--- config.mk ---
export PLATFORM = sky130hd
export DESIGN_NAME = smed_cell
export DESIGN_NICKNAME = d
export VERILOG_FILES = /design/src/hdl/smed_pkg.sv /design/src/hdl/smed_cell.sv
export SDC_FILE = /design/constraint.sdc
export NUM_CORES = 1
export LEC_CHECK = 0
export BUFFER_PORTS_ARGS = -buffer_cell sky130_fd_sc_hd__buf_2
export CAP_MARGIN = 20
export CORE_ASPECT_RATIO = 0.8
export CORE_MARGIN = 10
export CORE_UTILIZATION = 45
export DETAILED_ROUTE_END_ITERATION = 7
export GPL_ROUTABILITY_DRIVEN = 0
export PLACE_DENSITY = 0.92
export SLEW_MARGIN = 5
export SYNTH_ARGS = -nofsm -noshare
export SYNTH_HDL_FRONTEND = slang
export SYNTH_SLANG_ARGS = --single-unit
--- constraint.sdc ---
create_clock -name clk_i -period 4.64 [get_ports clk_i]
set_input_delay 0.696 -clock clk_i [delete_from_list [all_inputs] [get_ports clk_i]]
set_output_delay 0.696 -clock clk_i [all_outputs]
set_load 0.05 [all_outputs]
--- src/hdl/smed_pkg.sv ---
// Package for the sort-based median block: payload structs, cell control struct
// and field widths. Depends on nothing; every other file imports it.
package smed_pkg;

  localparam int unsigned VALUE_W  = 24;
  localparam int unsigned MEDIAN_W = 25;
  localparam int unsigned COUNT_W  = 7;

  typedef struct packed {
    logic signed [VALUE_W-1:0] value;
    logic                      last;
  } smed_in_t;

  typedef struct packed {
    logic signed [MEDIAN_W-1:0] median_x2;
    logic [COUNT_W-1:0]         count;
    logic                       overflow;
  } smed_out_t;

  // Broadcast to every cell of the chain.
  typedef struct packed {
    logic insert;  // place the broadcast sample in sorted position
    logic drain;   // shift every entry one cell towards the head
  } cell_ctrl_t;

endpackage

--- src/hdl/smed_cell.sv ---
// One cell of the sorted insertion chain: holds one sample and exchanges data
// with its two neighbours. Depends on smed_pkg.
module smed_cell import smed_pkg::*; (
  input  logic                      clk_i,
  input  cell_ctrl_t                ctrl_i,
  input  logic                      occ_i,
  input  logic signed [VALUE_W-1:0] value_i,
  input  logic                      prev_gt_i,
  input  logic signed [VALUE_W-1:0] prev_val_i,
  input  logic signed [VALUE_W-1:0] next_val_i,
  output logic signed [VALUE_W-1:0] val_o,
  output logic                      gt_o
);

  logic signed [VALUE_W-1:0] val_q, val_d;

  // Strictly greater, so an equal new sample lands behind the existing ones.
  assign gt_o  = occ_i && (val_q > value_i);
  assign val_o = val_q;

  always_comb begin
    val_d = val_q;
    if (ctrl_i.drain) begin
      val_d = next_val_i;
    end else if (ctrl_i.insert) begin
      if (prev_gt_i) begin
        val_d = prev_val_i;
      end else if (!occ_i || gt_o) begin
        val_d = value_i;
      end
    end
  end

  always_ff @(posedge clk_i) begin
    val_q <= val_d;
  end

endmodule

==> flow_summary_export.csv <==
group,metric,value,unit
run_status,status,"finished clean",
power_and_ir_drop,finalPower,710.8,uW
sta,tightest_slew,763.6,ps
power_and_ir_drop,power_leakage,0.001298,uW
sta,finalMaxSlewViolations,0,
layout,largest_reg_flops,24,
sta,hold_violations,0,
sta,relSlewSlack,49.09,%
synth,synth_most_common_cell,"nand2_1",
place,dp_slack,1289,ps
synth,synth_top_cell_by_area,"edfxtp_1",
synth,synthXorXnorAreaFrac,0,%
synth,synth_fa_ha_area_share,16.01,%
hold_path,holdPathStages,3,
cts,clk_path_buf_depth,2,
global_routing,grt_pass1_vias,1974,
global_routing,grt_max_degree,50,
power_and_ir_drop,irDropWorstVdd,0.2140,mV
synth,yosys_warnings,0,
layout,area_delta_synth_final,32.42,%
route,drc,0,
cts,postCtsSetupBuffers,0,
cts,cts_max_level,1,
synth,synthArstFlopShare,0,%
power_and_ir_drop,powerDensity,286.2,nW/um2
synth,syn-num-nets,301,
layout,final_cells,352,
hold_path,min_to,"val_o[10]",
route,drt-total-wl,5342,um
layout,n_antenna_cell,0,
synth,synth_top_family_by_area,"adder cells",
synth,yosysSeqAreaShare,38.43,%
floorplan,die-area,7167,um2
sta,fin_tns_setup,0,ps
setup_path,startpoint_type,"input pin",
setup_path,required,3940,ps
global_routing,grt_pass1_wl,8894,um
place,hpwlAfterDp,4502,um
cts,clkTransAtPathRegs,80,ps
sta,setup_ws,1321,ps
sta,rsz0062_at_grt,"no",
global_routing,gr-total-overflow,0,
setup_path,rr_endpoint,"val_o[15]",
setup_path,r2r_slack,1910,ps
setup_path,end_kind,"primary output",
floorplan,dieHeight,77.75,um
setup_path,cp_max_fo,6,
cts,holdBufCountCts,0,
synth,synth.mux.area_fraction,12.81,%
sta,skew,2.677,ps
route,routed_via_density,4.966,
place,portBuffers,101,
synth,synth_edf_count,24,
route,detail_route.iter0.violations,69,
setup_path,reg2reg_depth,7,
cts,ctsResizeCount,0,
cts,clk_latency,260,ps
synth,synth_commonest_cells,"30 x nand2_1, 29 x o21ai_0, 25 x inv_1",
hold_path,min_path_type,"input pin to flop",
layout,n_fill_cell,358,
cts,cts_tree,"built",
synth,synth_compound_area_share,13.41,%
run,cap_violations,0,
synth,synth_top_area_share,38.43,%
route,wl_per_cell,15.18,um
synth,syn_inst,200,
hold_path,min-delay-start,"next_val_i[10]",
global_routing,grt_antenna_before_repair,0,
synth,synth_cell_types,22,
layout,drive_gt1_share,36.70,%
place,dp.cells,349,
sta,fmax,301.3,MHz
setup_path,crit_arrival,2620,ps
synth,synthTopCellsByArea,"edfxtp_1 38%, ha_1 16%, mux2i_1 13%",
route,vias,1748,
layout,fin_nets,400,
route,ant_nets,0,
synth,yosys.area_share.simple,12.61,%
place,placed_area,2442,um2
setup_path,regToRegStartpoint,"val_o[23]",
sta,setup_viol,0,
floorplan,start_util,48.04,%
synth,syn_avg_cell_area,9.378,um2
floorplan,die_w,92.18,um
route,drt_pass1_iterations,4,
layout,final_cell_area,2484,um2
cts,clock-sinks,24,
floorplan,core-area,3904,um2
synth,syn_area,1876,um2
synth,ys_ff_latch,24,
synth,synthFlopType,"edfxtp_1",
floorplan,pin_count,102,
cts,clk_root_buffer_cell,"clkbuf_8",
global_routing,grt_use_total,14.59,%
cts,numCtsBuffers,3,
setup_path,worst-setup-path-type,"input pin to primary output",
floorplan,rows,20,
sta,fin_crit,3319,ps
sta,fin_crit_sh,71.53,%
-- worst max-delay path by stage --
stage	from	endpoint	slack (ps)	depth (start not counted)
final	value_i[23]	gt_o	1320	9
after global routing	value_i[23]	gt_o	1100	9
after CTS	value_i[23]	gt_o	1280	9
after detailed placement	value_i[23]	gt_o	1290	9
after global placement	value_i[23]	gt_o	1330	9
after floorplan	value_i[1]	val_o[0]	650	7
-- critical path, cell delays in order --
cell,delay [ps]
buf_2,90
inv_1,40
ha_1,360
nand4_1,210
nor4_2,380
o31a_1,290
o21ai_0,120
a21oi_1,140
buf_2,290
-- metrics by stage --
step | hold WS, ps | utilization [%]
2_1_floorplan | 883.1 | -
3_3_place_gp | 973.5 | 62.56
3_5_place_dp | 977.6 | 62.56
4_1_cts | 699.0 | 63.62
5_1_grt | 700.8 | 63.62
6_report | 706.6 | 63.62
-- cells by family after synthesis --
family	after synthesis
AOI/OAI and AO/OA	46
adders and majority gates	24
buffers and inverters	33
DFF	24
muxes	24
and+or+nand+nor	49
-- placed cells by master, fill, tap and decap left out, drive strengths merged, types with 8 or more instances in the layout --
cell type	Yosys	final
mux2i	24	24
a21oi	12	12
nand4	8	8
o21ai	29	29
ha	24	24
buf	2	102
nand2	30	30
inv	25	25
edfxtp	24	24
-- power by group --
part           total [uW]  switching, uW  internal [uW]
clock                 121           62.9           58.0
combinational         301            204           97.7
sequential            289           14.2            274
-- routing by layer --
metal / vias up / GRT usage (%) / routed length [um]
met5: - / 0 / 0
met4: 0 / 3.077 / 48
met3: 6 / 6.346 / 451
met2: 63 / 24.86 / 2546
met1: 765 / 16.61 / 2295
li1: 914 / - / -
-- cell type report --
type	instances	area, um2	share of cell area [%]
inverter	25	93.84	3.778
timing repair buffer	102	513.0	20.65
clock buffer	3	41.29	1.662
multi-input combinational	143	1046	42.12
tap	55	68.82	2.771
sequential	24	720.7	29.02
Power figures use the tool's default switching activity.
